File: src/wfq_pkg.sv
// ----------------------------------------------------------------------------
// wfq_pkg
// Shared widths, register indexes and codes of the head-of-line scheduler.
// ----------------------------------------------------------------------------
`default_nettype none

package wfq_pkg;

   // queues and field widths
   localparam int NUM_QUEUES  = 3;
   localparam int QIDX_W      = (NUM_QUEUES > 1) ? $clog2(NUM_QUEUES) : 1;
   localparam int QSEL_W      = 2;
   localparam int HANDLE_BITS = 16;
   localparam int LEN_W       = 16;
   localparam int TIME_W      = 64;
   localparam int WEIGHT_W    = 8;
   localparam int WSUM_W      = WEIGHT_W + 2;
   localparam int RATE_W      = 19;
   localparam int TICK_W      = 33;

   // stream payload widths
   localparam int REQ_DATA_W  = 104;
   localparam int RSP_DATA_W  = 88;
   localparam int RSP_USER_W  = 2;

   // configuration port
   localparam int CSR_INDEX_W = 3;
   localparam int CSR_DATA_W  = 33;

   localparam logic [CSR_INDEX_W-1:0] REG_WEIGHT_ZERO = 3'd0;
   localparam logic [CSR_INDEX_W-1:0] REG_WEIGHT_ONE  = 3'd1;
   localparam logic [CSR_INDEX_W-1:0] REG_WEIGHT_TWO  = 3'd2;
   localparam logic [CSR_INDEX_W-1:0] REG_LINK_RATE   = 3'd3;
   localparam logic [CSR_INDEX_W-1:0] REG_TICK_HZ     = 3'd4;

   // request kinds
   localparam logic ACT_OFFER    = 1'b0;
   localparam logic ACT_SCHEDULE = 1'b1;

   // serial multiplier: one multiplier bit per cycle
   localparam int MUL_BITS    = 20;
   localparam int MUL_COUNT_W = $clog2(MUL_BITS + 1);

   // serial divider: one quotient bit per cycle
   localparam int DIV_COUNT_W = $clog2(TIME_W);

   // constant factors
   localparam logic [MUL_BITS-1:0] US_PER_SEC    = 20'd1000000;
   localparam int                  BYTE_SHIFT    = 3;

endpackage : wfq_pkg

`default_nettype wire

File: src/wfq_ser_mul.sv
// ----------------------------------------------------------------------------
// wfq_ser_mul
// Shift-add multiplier, one multiplier bit per cycle, product modulo 2^64.
// ----------------------------------------------------------------------------
`default_nettype none

module wfq_ser_mul
   import wfq_pkg::*;
(
   input  wire logic                clock,
   input  wire logic                reset,
   input  wire logic                start,
   input  wire logic [TIME_W-1:0]   mcand,
   input  wire logic [MUL_BITS-1:0] mplier,
   output logic                     done,
   output logic [TIME_W-1:0]        product
);

   logic [TIME_W-1:0]      acc_ff, acc_in;
   logic [TIME_W-1:0]      mcand_ff, mcand_in;
   logic [MUL_BITS-1:0]    mplier_ff, mplier_in;
   logic [MUL_COUNT_W-1:0] count_ff, count_in;
   logic                   run_ff, run_in;
   logic                   done_ff, done_in;

   // next state: load on start, else add one partial product
   always_comb begin
      acc_in    = acc_ff;
      mcand_in  = mcand_ff;
      mplier_in = mplier_ff;
      count_in  = count_ff;
      run_in    = run_ff;
      done_in   = 1'b0;
      if (start) begin
         acc_in    = '0;
         mcand_in  = mcand;
         mplier_in = mplier;
         count_in  = MUL_COUNT_W'(MUL_BITS);
         run_in    = 1'b1;
      end else if (run_ff) begin
         if (mplier_ff[0]) begin
            acc_in = acc_ff + mcand_ff;
         end
         mcand_in  = {mcand_ff[TIME_W-2:0], 1'b0};
         mplier_in = {1'b0, mplier_ff[MUL_BITS-1:1]};
         count_in  = count_ff - MUL_COUNT_W'(1);
         if (count_ff == MUL_COUNT_W'(1)) begin
            run_in  = 1'b0;
            done_in = 1'b1;
         end
      end
   end

   // control registers
   always_ff @(posedge clock) begin
      if (reset) begin
         run_ff  <= 1'b0;
         done_ff <= 1'b0;
      end else begin
         run_ff  <= run_in;
         done_ff <= done_in;
      end
   end

   // datapath registers
   always_ff @(posedge clock) begin
      acc_ff    <= acc_in;
      mcand_ff  <= mcand_in;
      mplier_ff <= mplier_in;
      count_ff  <= count_in;
   end

   assign done    = done_ff;
   assign product = acc_ff;

endmodule : wfq_ser_mul

`default_nettype wire

File: src/wfq_ser_div.sv
// ----------------------------------------------------------------------------
// wfq_ser_div
// Restoring divider, one quotient bit per cycle; a zero divisor gives all ones.
// ----------------------------------------------------------------------------
`default_nettype none

module wfq_ser_div
   import wfq_pkg::*;
(
   input  wire logic              clock,
   input  wire logic              reset,
   input  wire logic              start,
   input  wire logic [TIME_W-1:0] dividend,
   input  wire logic [TIME_W-1:0] divisor,
   output logic                   done,
   output logic [TIME_W-1:0]      quotient
);

   logic [TIME_W-1:0]      quo_ff, quo_in;
   logic [TIME_W-1:0]      rem_ff, rem_in;
   logic [TIME_W-1:0]      den_ff, den_in;
   logic [DIV_COUNT_W-1:0] count_ff, count_in;
   logic                   run_ff, run_in;
   logic                   done_ff, done_in;
   logic [TIME_W:0]        shifted;
   logic                   fits;

   // one restoring step: bring in the next dividend bit, try a subtract
   always_comb begin
      shifted  = {rem_ff, quo_ff[TIME_W-1]};
      fits     = (shifted >= {1'b0, den_ff});
      quo_in   = quo_ff;
      rem_in   = rem_ff;
      den_in   = den_ff;
      count_in = count_ff;
      run_in   = run_ff;
      done_in  = 1'b0;
      if (start) begin
         quo_in   = dividend;
         rem_in   = '0;
         den_in   = divisor;
         count_in = DIV_COUNT_W'(TIME_W - 1);
         run_in   = 1'b1;
      end else if (run_ff) begin
         if (fits) begin
            rem_in = TIME_W'(shifted - {1'b0, den_ff});
         end else begin
            rem_in = TIME_W'(shifted);
         end
         quo_in   = {quo_ff[TIME_W-2:0], fits};
         count_in = count_ff - DIV_COUNT_W'(1);
         if (count_ff == '0) begin
            run_in  = 1'b0;
            done_in = 1'b1;
         end
      end
   end

   // control registers
   always_ff @(posedge clock) begin
      if (reset) begin
         run_ff  <= 1'b0;
         done_ff <= 1'b0;
      end else begin
         run_ff  <= run_in;
         done_ff <= done_in;
      end
   end

   // datapath registers
   always_ff @(posedge clock) begin
      quo_ff   <= quo_in;
      rem_ff   <= rem_in;
      den_ff   <= den_in;
      count_ff <= count_in;
   end

   assign done     = done_ff;
   assign quotient = quo_ff;

endmodule : wfq_ser_div

`default_nettype wire

File: src/wfq_head_of_line_scheduler_core.sv
// ----------------------------------------------------------------------------
// wfq_head_of_line_scheduler_core
// Weighted fair queuing head-of-line scheduler: one head per queue, offers
// compute a departure time, schedule requests pop the earliest head.
// ----------------------------------------------------------------------------
// Offer into an empty slot: two bit-serial multiply passes and the 64-step divider
// compute the departure time before the response state. Offer to a full or unknown
// slot: straight to the response state. Schedule: one slot compared per cycle.
// One item at a time: the next request beat can be taken once the result is in the
// output register; the response state waits while a held result is not accepted.
// Reset clears valid bits, the sequencer and the configuration; not slot data.
`default_nettype none

module wfq_head_of_line_scheduler_core
   import wfq_pkg::*;
(
   input  wire logic                   clock,
   input  wire logic                   reset,
   // request stream
   input  wire logic                   req_tvalid,
   output logic                        req_tready,
   // queue_sel[1:0], pkt_length[17:2], arrival_time[81:18], pkt_handle[97:82]
   input  wire logic [REQ_DATA_W-1:0]  req_tdata,
   // action[0]
   input  wire logic                   req_tuser,
   // response stream
   output logic                        rsp_tvalid,
   input  wire logic                   rsp_tready,
   // out_queue[1:0], out_handle[17:2], out_departure[81:18]
   output logic [RSP_DATA_W-1:0]       rsp_tdata,
   // accepted[0], out_valid[1]
   output logic [RSP_USER_W-1:0]       rsp_tuser,
   // register writes
   input  wire logic                   csr_wen,
   input  wire logic [CSR_INDEX_W-1:0] csr_index,
   input  wire logic [CSR_DATA_W-1:0]  csr_wdata
);

   // sequencer states
   localparam logic [2:0] ST_IDLE = 3'd0;
   localparam logic [2:0] ST_MUL  = 3'd1;
   localparam logic [2:0] ST_DIV  = 3'd2;
   localparam logic [2:0] ST_SCAN = 3'd3;
   localparam logic [2:0] ST_RESP = 3'd4;

   // configuration
   logic [WEIGHT_W-1:0] weight_zero_ff, weight_one_ff, weight_two_ff;
   logic [RATE_W-1:0]   link_rate_ff;
   logic [TICK_W-1:0]   tick_hz_ff;

   // slots
   logic [NUM_QUEUES-1:0]  head_valid_ff, head_valid_in;
   logic [TIME_W-1:0]      head_dep_ff [NUM_QUEUES];
   logic [HANDLE_BITS-1:0] head_tag_ff [NUM_QUEUES];
   logic                   slot_write;

   // sequencer and latched request
   logic [2:0]             state_ff, state_in;
   logic                   act_ff, act_in;
   logic [QIDX_W-1:0]      qidx_ff, qidx_in;
   logic [TIME_W-1:0]      arr_ff, arr_in;
   logic [HANDLE_BITS-1:0] tag_ff, tag_in;
   logic                   stage_ff, stage_in;
   logic                   pend_acc_ff, pend_acc_in;
   logic [TIME_W-1:0]      dep_calc_ff, dep_calc_in;

   // scan of the slots
   logic [QIDX_W-1:0]      scan_idx_ff, scan_idx_in;
   logic                   found_ff, found_in;
   logic [QIDX_W-1:0]      best_q_ff, best_q_in;
   logic [TIME_W-1:0]      best_dep_ff, best_dep_in;
   logic [HANDLE_BITS-1:0] best_tag_ff, best_tag_in;

   // output register
   logic                   rsp_valid_ff, rsp_valid_in;
   logic [RSP_DATA_W-1:0]  rsp_data_ff, rsp_data_in;
   logic [RSP_USER_W-1:0]  rsp_user_ff, rsp_user_in;

   // arithmetic units
   logic                   mul_start, div_start;
   logic [TIME_W-1:0]      num_mcand, den_mcand;
   logic [MUL_BITS-1:0]    num_mplier, den_mplier;
   logic                   num_done, den_done, div_done;
   logic [TIME_W-1:0]      num_prod, den_prod, quotient;

   // request fields
   logic [QSEL_W-1:0]      req_qsel;
   logic [LEN_W-1:0]       req_len;
   logic [TIME_W-1:0]      req_arr;
   logic [HANDLE_BITS-1:0] req_tag;
   logic                   req_fire, out_free;
   logic                   slot_busy;
   logic [WEIGHT_W-1:0]    q_weight;
   logic [WSUM_W-1:0]      wsum;

   assign req_qsel = req_tdata[1:0];
   assign req_len  = req_tdata[17:2];
   assign req_arr  = req_tdata[81:18];
   assign req_tag  = req_tdata[97:82];

   assign req_tready = (state_ff == ST_IDLE);
   assign req_fire   = req_tvalid && req_tready;
   assign out_free   = !rsp_valid_ff || rsp_tready;

   // occupancy of the offered slot; unknown queues count as busy
   always_comb begin
      slot_busy = 1'b1;
      for (int q = 0; q < NUM_QUEUES; q++) begin
         if (32'(req_qsel) == q) begin
            slot_busy = head_valid_ff[q];
         end
      end
   end

   // weight of the latched queue, higher queues share weight_two
   always_comb begin
      if (qidx_ff == QIDX_W'(0)) begin
         q_weight = weight_zero_ff;
      end else if (qidx_ff == QIDX_W'(1)) begin
         q_weight = weight_one_ff;
      end else begin
         q_weight = weight_two_ff;
      end
   end

   assign wsum = WSUM_W'(weight_zero_ff) + WSUM_W'(weight_one_ff) + WSUM_W'(weight_two_ff);

   // operands: first pass len*8*tick_hz and rate*1e6, then times wsum and weight
   always_comb begin
      if (state_ff == ST_IDLE) begin
         num_mcand  = TIME_W'(tick_hz_ff);
         num_mplier = MUL_BITS'({req_len, {BYTE_SHIFT{1'b0}}});
         den_mcand  = TIME_W'(link_rate_ff);
         den_mplier = US_PER_SEC;
      end else begin
         num_mcand  = num_prod;
         num_mplier = MUL_BITS'(wsum);
         den_mcand  = den_prod;
         den_mplier = MUL_BITS'(q_weight);
      end
   end

   wfq_ser_mul u_num_mul (
      .clock   (clock),
      .reset   (reset),
      .start   (mul_start),
      .mcand   (num_mcand),
      .mplier  (num_mplier),
      .done    (num_done),
      .product (num_prod)
   );

   wfq_ser_mul u_den_mul (
      .clock   (clock),
      .reset   (reset),
      .start   (mul_start),
      .mcand   (den_mcand),
      .mplier  (den_mplier),
      .done    (den_done),
      .product (den_prod)
   );

   wfq_ser_div u_div (
      .clock    (clock),
      .reset    (reset),
      .start    (div_start),
      .dividend (num_prod),
      .divisor  (den_prod),
      .done     (div_done),
      .quotient (quotient)
   );

   // sequencer
   always_comb begin
      state_in      = state_ff;
      act_in        = act_ff;
      qidx_in       = qidx_ff;
      arr_in        = arr_ff;
      tag_in        = tag_ff;
      stage_in      = stage_ff;
      pend_acc_in   = pend_acc_ff;
      dep_calc_in   = dep_calc_ff;
      scan_idx_in   = scan_idx_ff;
      found_in      = found_ff;
      best_q_in     = best_q_ff;
      best_dep_in   = best_dep_ff;
      best_tag_in   = best_tag_ff;
      head_valid_in = head_valid_ff;
      rsp_valid_in  = rsp_valid_ff && !rsp_tready;
      rsp_data_in   = rsp_data_ff;
      rsp_user_in   = rsp_user_ff;
      mul_start     = 1'b0;
      div_start     = 1'b0;
      slot_write    = 1'b0;
      case (state_ff)
         ST_IDLE: begin
            if (req_fire) begin
               act_in      = req_tuser;
               qidx_in     = QIDX_W'(req_qsel);
               arr_in      = req_arr;
               tag_in      = req_tag;
               scan_idx_in = '0;
               found_in    = 1'b0;
               pend_acc_in = 1'b0;
               stage_in    = 1'b0;
               if (req_tuser == ACT_SCHEDULE) begin
                  state_in = ST_SCAN;
               end else if (!slot_busy) begin
                  mul_start = 1'b1;
                  state_in  = ST_MUL;
               end else begin
                  state_in = ST_RESP;
               end
            end
         end
         ST_MUL: begin
            if (num_done && den_done) begin
               if (!stage_ff) begin
                  stage_in  = 1'b1;
                  mul_start = 1'b1;
               end else begin
                  div_start = 1'b1;
                  state_in  = ST_DIV;
               end
            end
         end
         ST_DIV: begin
            if (div_done) begin
               dep_calc_in = arr_ff + quotient;
               pend_acc_in = 1'b1;
               state_in    = ST_RESP;
            end
         end
         ST_SCAN: begin
            if (head_valid_ff[scan_idx_ff] &&
                (!found_ff || (head_dep_ff[scan_idx_ff] < best_dep_ff))) begin
               found_in    = 1'b1;
               best_q_in   = scan_idx_ff;
               best_dep_in = head_dep_ff[scan_idx_ff];
               best_tag_in = head_tag_ff[scan_idx_ff];
            end
            scan_idx_in = scan_idx_ff + QIDX_W'(1);
            if (scan_idx_ff == QIDX_W'(NUM_QUEUES - 1)) begin
               state_in = ST_RESP;
            end
         end
         ST_RESP: begin
            if (out_free) begin
               rsp_valid_in = 1'b1;
               rsp_data_in  = '0;
               rsp_user_in  = '0;
               if (act_ff == ACT_OFFER) begin
                  rsp_user_in[0] = pend_acc_ff;
                  if (pend_acc_ff) begin
                     slot_write             = 1'b1;
                     head_valid_in[qidx_ff] = 1'b1;
                  end
               end else if (found_ff) begin
                  rsp_user_in[1]          = 1'b1;
                  rsp_data_in[1:0]        = QSEL_W'(best_q_ff);
                  rsp_data_in[17:2]       = best_tag_ff;
                  rsp_data_in[81:18]      = best_dep_ff;
                  head_valid_in[best_q_ff] = 1'b0;
               end
               state_in = ST_IDLE;
            end
         end
         default: begin
            state_in = ST_IDLE;
         end
      endcase
   end

   // control registers
   always_ff @(posedge clock) begin
      if (reset) begin
         state_ff      <= ST_IDLE;
         head_valid_ff <= '0;
         rsp_valid_ff  <= 1'b0;
      end else begin
         state_ff      <= state_in;
         head_valid_ff <= head_valid_in;
         rsp_valid_ff  <= rsp_valid_in;
      end
   end

   // configuration registers
   always_ff @(posedge clock) begin
      if (reset) begin
         weight_zero_ff <= WEIGHT_W'(1);
         weight_one_ff  <= WEIGHT_W'(1);
         weight_two_ff  <= WEIGHT_W'(1);
         link_rate_ff   <= RATE_W'(10000);
         tick_hz_ff     <= TICK_W'(1000000000);
      end else if (csr_wen) begin
         case (csr_index)
            REG_WEIGHT_ZERO: weight_zero_ff <= csr_wdata[WEIGHT_W-1:0];
            REG_WEIGHT_ONE:  weight_one_ff  <= csr_wdata[WEIGHT_W-1:0];
            REG_WEIGHT_TWO:  weight_two_ff  <= csr_wdata[WEIGHT_W-1:0];
            REG_LINK_RATE:   link_rate_ff   <= csr_wdata[RATE_W-1:0];
            REG_TICK_HZ:     tick_hz_ff     <= csr_wdata[TICK_W-1:0];
            default: begin
            end
         endcase
      end
   end

   // payload registers
   always_ff @(posedge clock) begin
      act_ff      <= act_in;
      qidx_ff     <= qidx_in;
      arr_ff      <= arr_in;
      tag_ff      <= tag_in;
      stage_ff    <= stage_in;
      pend_acc_ff <= pend_acc_in;
      dep_calc_ff <= dep_calc_in;
      scan_idx_ff <= scan_idx_in;
      found_ff    <= found_in;
      best_q_ff   <= best_q_in;
      best_dep_ff <= best_dep_in;
      best_tag_ff <= best_tag_in;
      rsp_data_ff <= rsp_data_in;
      rsp_user_ff <= rsp_user_in;
      if (slot_write) begin
         head_dep_ff[qidx_ff] <= dep_calc_ff;
         head_tag_ff[qidx_ff] <= tag_ff;
      end
   end

   assign rsp_tvalid = rsp_valid_ff;
   assign rsp_tdata  = rsp_data_ff;
   assign rsp_tuser  = rsp_user_ff;

endmodule : wfq_head_of_line_scheduler_core

`default_nettype wire

File: config.mk
export PLATFORM = sky130hd
export DESIGN_NAME = wfq_head_of_line_scheduler_core
export DESIGN_NICKNAME = d
export VERILOG_FILES = /design/src/wfq_pkg.sv /design/src/wfq_ser_mul.sv /design/src/wfq_ser_div.sv /design/src/wfq_head_of_line_scheduler_core.sv
export SDC_FILE = /design/constraint.sdc
export NUM_CORES = 2
export LEC_CHECK = 0
export BUFFER_PORTS_ARGS = -buffer_cell sky130_fd_sc_hd__buf_2
export CORE_UTILIZATION = 50
export DETAILED_ROUTE_END_ITERATION = 12
export PLACE_DENSITY = 0.68
export SETUP_SLACK_MARGIN = 0.15
export SLEW_MARGIN = 20
export SYNTH_ARGS = -nofsm -noshare
export SYNTH_HDL_FRONTEND = slang
export SYNTH_HIERARCHICAL = 1
export SYNTH_SLANG_ARGS = --single-unit
File: constraint.sdc
create_clock -name clock -period 9.8 [get_ports clock]
set_clock_uncertainty 0.2 [all_clocks]
set_input_delay 0.49 -clock clock [delete_from_list [all_inputs] [get_ports clock]]
set_output_delay 0.49 -clock clock [all_outputs]
set_load 0.005 [all_outputs]
==> impl_metrics.tcl <==
set metrics [dict create \
    synth_ff_type "edfxtp_1" \
    crit_fanout 45 \
    critical-path-max-stage-delay_ns 0.87 \
    start_kind "flip-flop" \
    worstPathCellList "buf_4 -> mux2i_1 -> o21ai_0 -> ha_1 -> a21o_1 -> a21o_1 -> a2111oi_0 -> nor4_1 -> a21oi_1 -> a31oi_1 -> a211oi_1 -> and2_4 -> buf_4" \
    seq_area_frac_synth_pct 51.3 \
    post_dp_cell_area_um2 64000 \
    routedWlPerCell_um 20.4 \
    synth-seq-cells 1153 \
    path_clk_slew_ns 0.06 \
    die-width_um 353 \
    core_um2 122000 \
    place_ws_ns 4.07 \
    drc 0 \
    clkLatencyLatePin_ns 0.79 \
    fill_cells 10435 \
    crit_arrival_ns 5.85 \
    post_cts_resize_count 0 \
    hold_class "primary input to flip-flop" \
    final_max_slew_viol_count 0 \
    async_flop_share_pct 0 \
    hold_viol 0 \
    via_per_inst 5.81 \
    drt-met1-wl_um 75400 \
    ant_nets 0 \
    synth_cells 5868 \
    io_pins 238 \
    ir_drop_mv 0.166 \
    tightest_slew_ns 1.17 \
    htree_num_levels 3 \
    cts_tree "built" \
    power_mw 17.3 \
    grt_pass1_wl_um 248000 \
    layout-drive-gt1-share_pct 12.8 \
    die_h_um 353 \
    place_congestion 0.934 \
    synthToLayoutAreaGrowth_pct 12.5 \
    num_vias 45471 \
    dr.pass1.iters 5 \
    place_hpwl_um 114000 \
    grt_pass1_vias 43507 \
    setup_tns_ns 0 \
    setup_viol 0 \
    end_kind "flip-flop" \
    crit_buf_inv 2 \
    fmax_ghz 0.176 \
    power_density_nw_per_um2 250 \
    postCtsSetupRepairBufs 0 \
    required_ns 9.98 \
    grt_setup_unrepaired "no" \
    fin_ws_ns 4.13 \
    port_buffers 225 \
    cts_buffers 119 \
    netlist_area_um2 61700 \
    top_layer_used "met5" \
    hold_slack_ns 0.0919 \
    utilization_pct 56.9 \
    fin_nets 6582 \
    cts_root_buf "clkbuf_16" \
    period_share_pct 57.9 \
    max-slew-margin-rel_pct 21.6 \
    synth-edff-count 854 \
    die-area_um2 125000 \
    clockBufferDepth 3 \
    clock-sinks 1153 \
    initial_core_util_pct 50.6 \
    dr_wl_met2_um 70800 \
    grtUsageTotal_pct 25.0 \
    synth_cell_type_count 120 \
    slowest_stage "dfxtp_4" \
    regToRegSetupSlack_ns 4.13 \
    overflow 0 \
    max_cap_viol_count 0 \
    ctsHoldBuffers 134 \
    period_minus_slack_ns 5.67 \
    path_class "flip-flop to flip-flop" \
    status "complete, no violations" \
    placed_cells 7463 \
    routed-wl-met3_um 9680 \
    drt-initial-drc-count 4115 \
    row_count 128 \
    synth-warning-count 6 \
    grt_max_degree 146 \
    wirelength_um 159000 \
    finalNonFillerCells 7824 \
    fin_area_um2 69400 \
    avgSynthCellArea_um2 10.5 \
    leakage_nw 27.1 \
    antenna_found_initial 10 \
    crit_family "compound AO/OA/AOI/OAI gates" \
]
[flip-flops by register name, indices dropped and copies added (netlist names), 33 cells and up, named ones only]
register            cells
u_den_mul/product      64
u_div/den_ff           64
head_dep_ff           192
head_tag_ff            48
rsp_tdata              82
arr_ff                 64
u_num_mul/product      64
dep_calc_ff            64
tick_hz_ff             33
u_div/quotient         64
u_den_mul/mcand_ff     64
u_div/rem_ff           64
best_dep_ff            64
u_num_mul/mcand_ff     64
[cell type report]
| class | count | area, um2 | share of cell area [%] |
|---|---|---|---|
| antenna | 4 | 10.0 | 0.0144 |
| tap | 1625 | 2030 | 2.93 |
| inverter | 237 | 892 | 1.29 |
| clock buffer | 155 | 3210 | 4.62 |
| clock inverter | 68 | 822 | 1.18 |
| multi-input combinational | 4181 | 28000 | 40.3 |
| sequential | 1153 | 31600 | 45.6 |
| timing repair buffer | 401 | 2800 | 4.03 |
[kinds of logic after synthesis]
logic type,synth area share (%)
AOI/OAI and AO/OA,14.9
xor gates and xnor gates,3.01
adders and majority gates,7.11
buffers and inverters,3.57
DFF,51.3
muxes,6.00
other,0.00608
and+or+nand+nor,14.2
[cells in the mapped netlist (51+ instances only)]
library cell	instances	area, um2
xnor2_1	140	1230
a211oi_1	51	383
mux2_2	230	2590
a21oi_1	474	2370
nor2_1	357	1340
clkbuf_1	225	845
and3_1	62	388
nand4_1	87	544
o21bai_1	53	398
nand3_1	83	415
and2_1	122	763
xor2_1	72	631
ha_1	330	4130
nor3_1	74	370
o21ai_0	255	1280
inv_1	235	882
edfxtp_1	854	25600
mux2i_1	111	1110
dfxtp_1	299	5990
a21o_1	153	1150
buf_2	51	255
nand2_1	839	3150
[routing by layer]
metal / vias to the layer above / global-route usage [%]
met5: - / 0
met4: 2 / 6.94
met3: 183 / 2.98
met2: 1354 / 38.8
met1: 22015 / 36.9
li1: 21917 / -
[cell usage in the layout, fill, tap and decap left out, types with 42 or more instances in the layout]
cell           Yosys  routed
edfxtp_1         854     854
nand2_1          839     836
a21oi_1          474     474
nor2_1           357     356
ha_1             330     330
dfxtp_1          299     296
o21ai_0          255     255
inv_1            235     231
mux2_2           230     230
buf_2             51     224
a21o_1           153     153
xnor2_1          140     140
dlygate4sd3_1      0     134
clkbuf_16          0     121
and2_1           122     119
mux2i_1          111     111
nand4_1           87      87
nand3_1           83      83
nor3_1            74      73
xor2_1            72      72
and3_1            62      62
o21bai_1          53      53
a211oi_1          51      51
buf_4             14      42
[worst register-to-register path, cell delays in order (launching register included)]
cell and delay [ns]:
dfxtp_4 0.87, buf_4 0.54, mux2i_1 0.26, o21ai_0 0.12
ha_1 0.35, a21o_1 0.19, a21o_1 0.17, a2111oi_0 0.47
nor4_1 0.14, a21oi_1 0.25, a31oi_1 0.14, a211oi_1 0.37
and2_4 0.59, buf_4 0.61
[report_power, final]
group | leakage (nW) | internal [mW] | switching (mW)
clock network | 1.96 | 2.64 | 1.99
logic | 14.8 | 2.32 | 3.62
registers | 10.3 | 6.12 | 0.622
total | 27.1 | 11.1 | 6.23
[worst paths after layout]
| path | cells past startpoint | to | start |
|---|---|---|---|
| min reg2reg | 2 | tick_hz_ff[0] | tick_hz_ff[0] |
| max | 13 | best_dep_ff[58] | flip-flop |
| max reg2reg | 13 | best_dep_ff[58] | flip-flop |
| min | 5 | weight_one_ff[2] | csr_index[0] |
No activity file was read; power rests on OpenSTA's default activity.
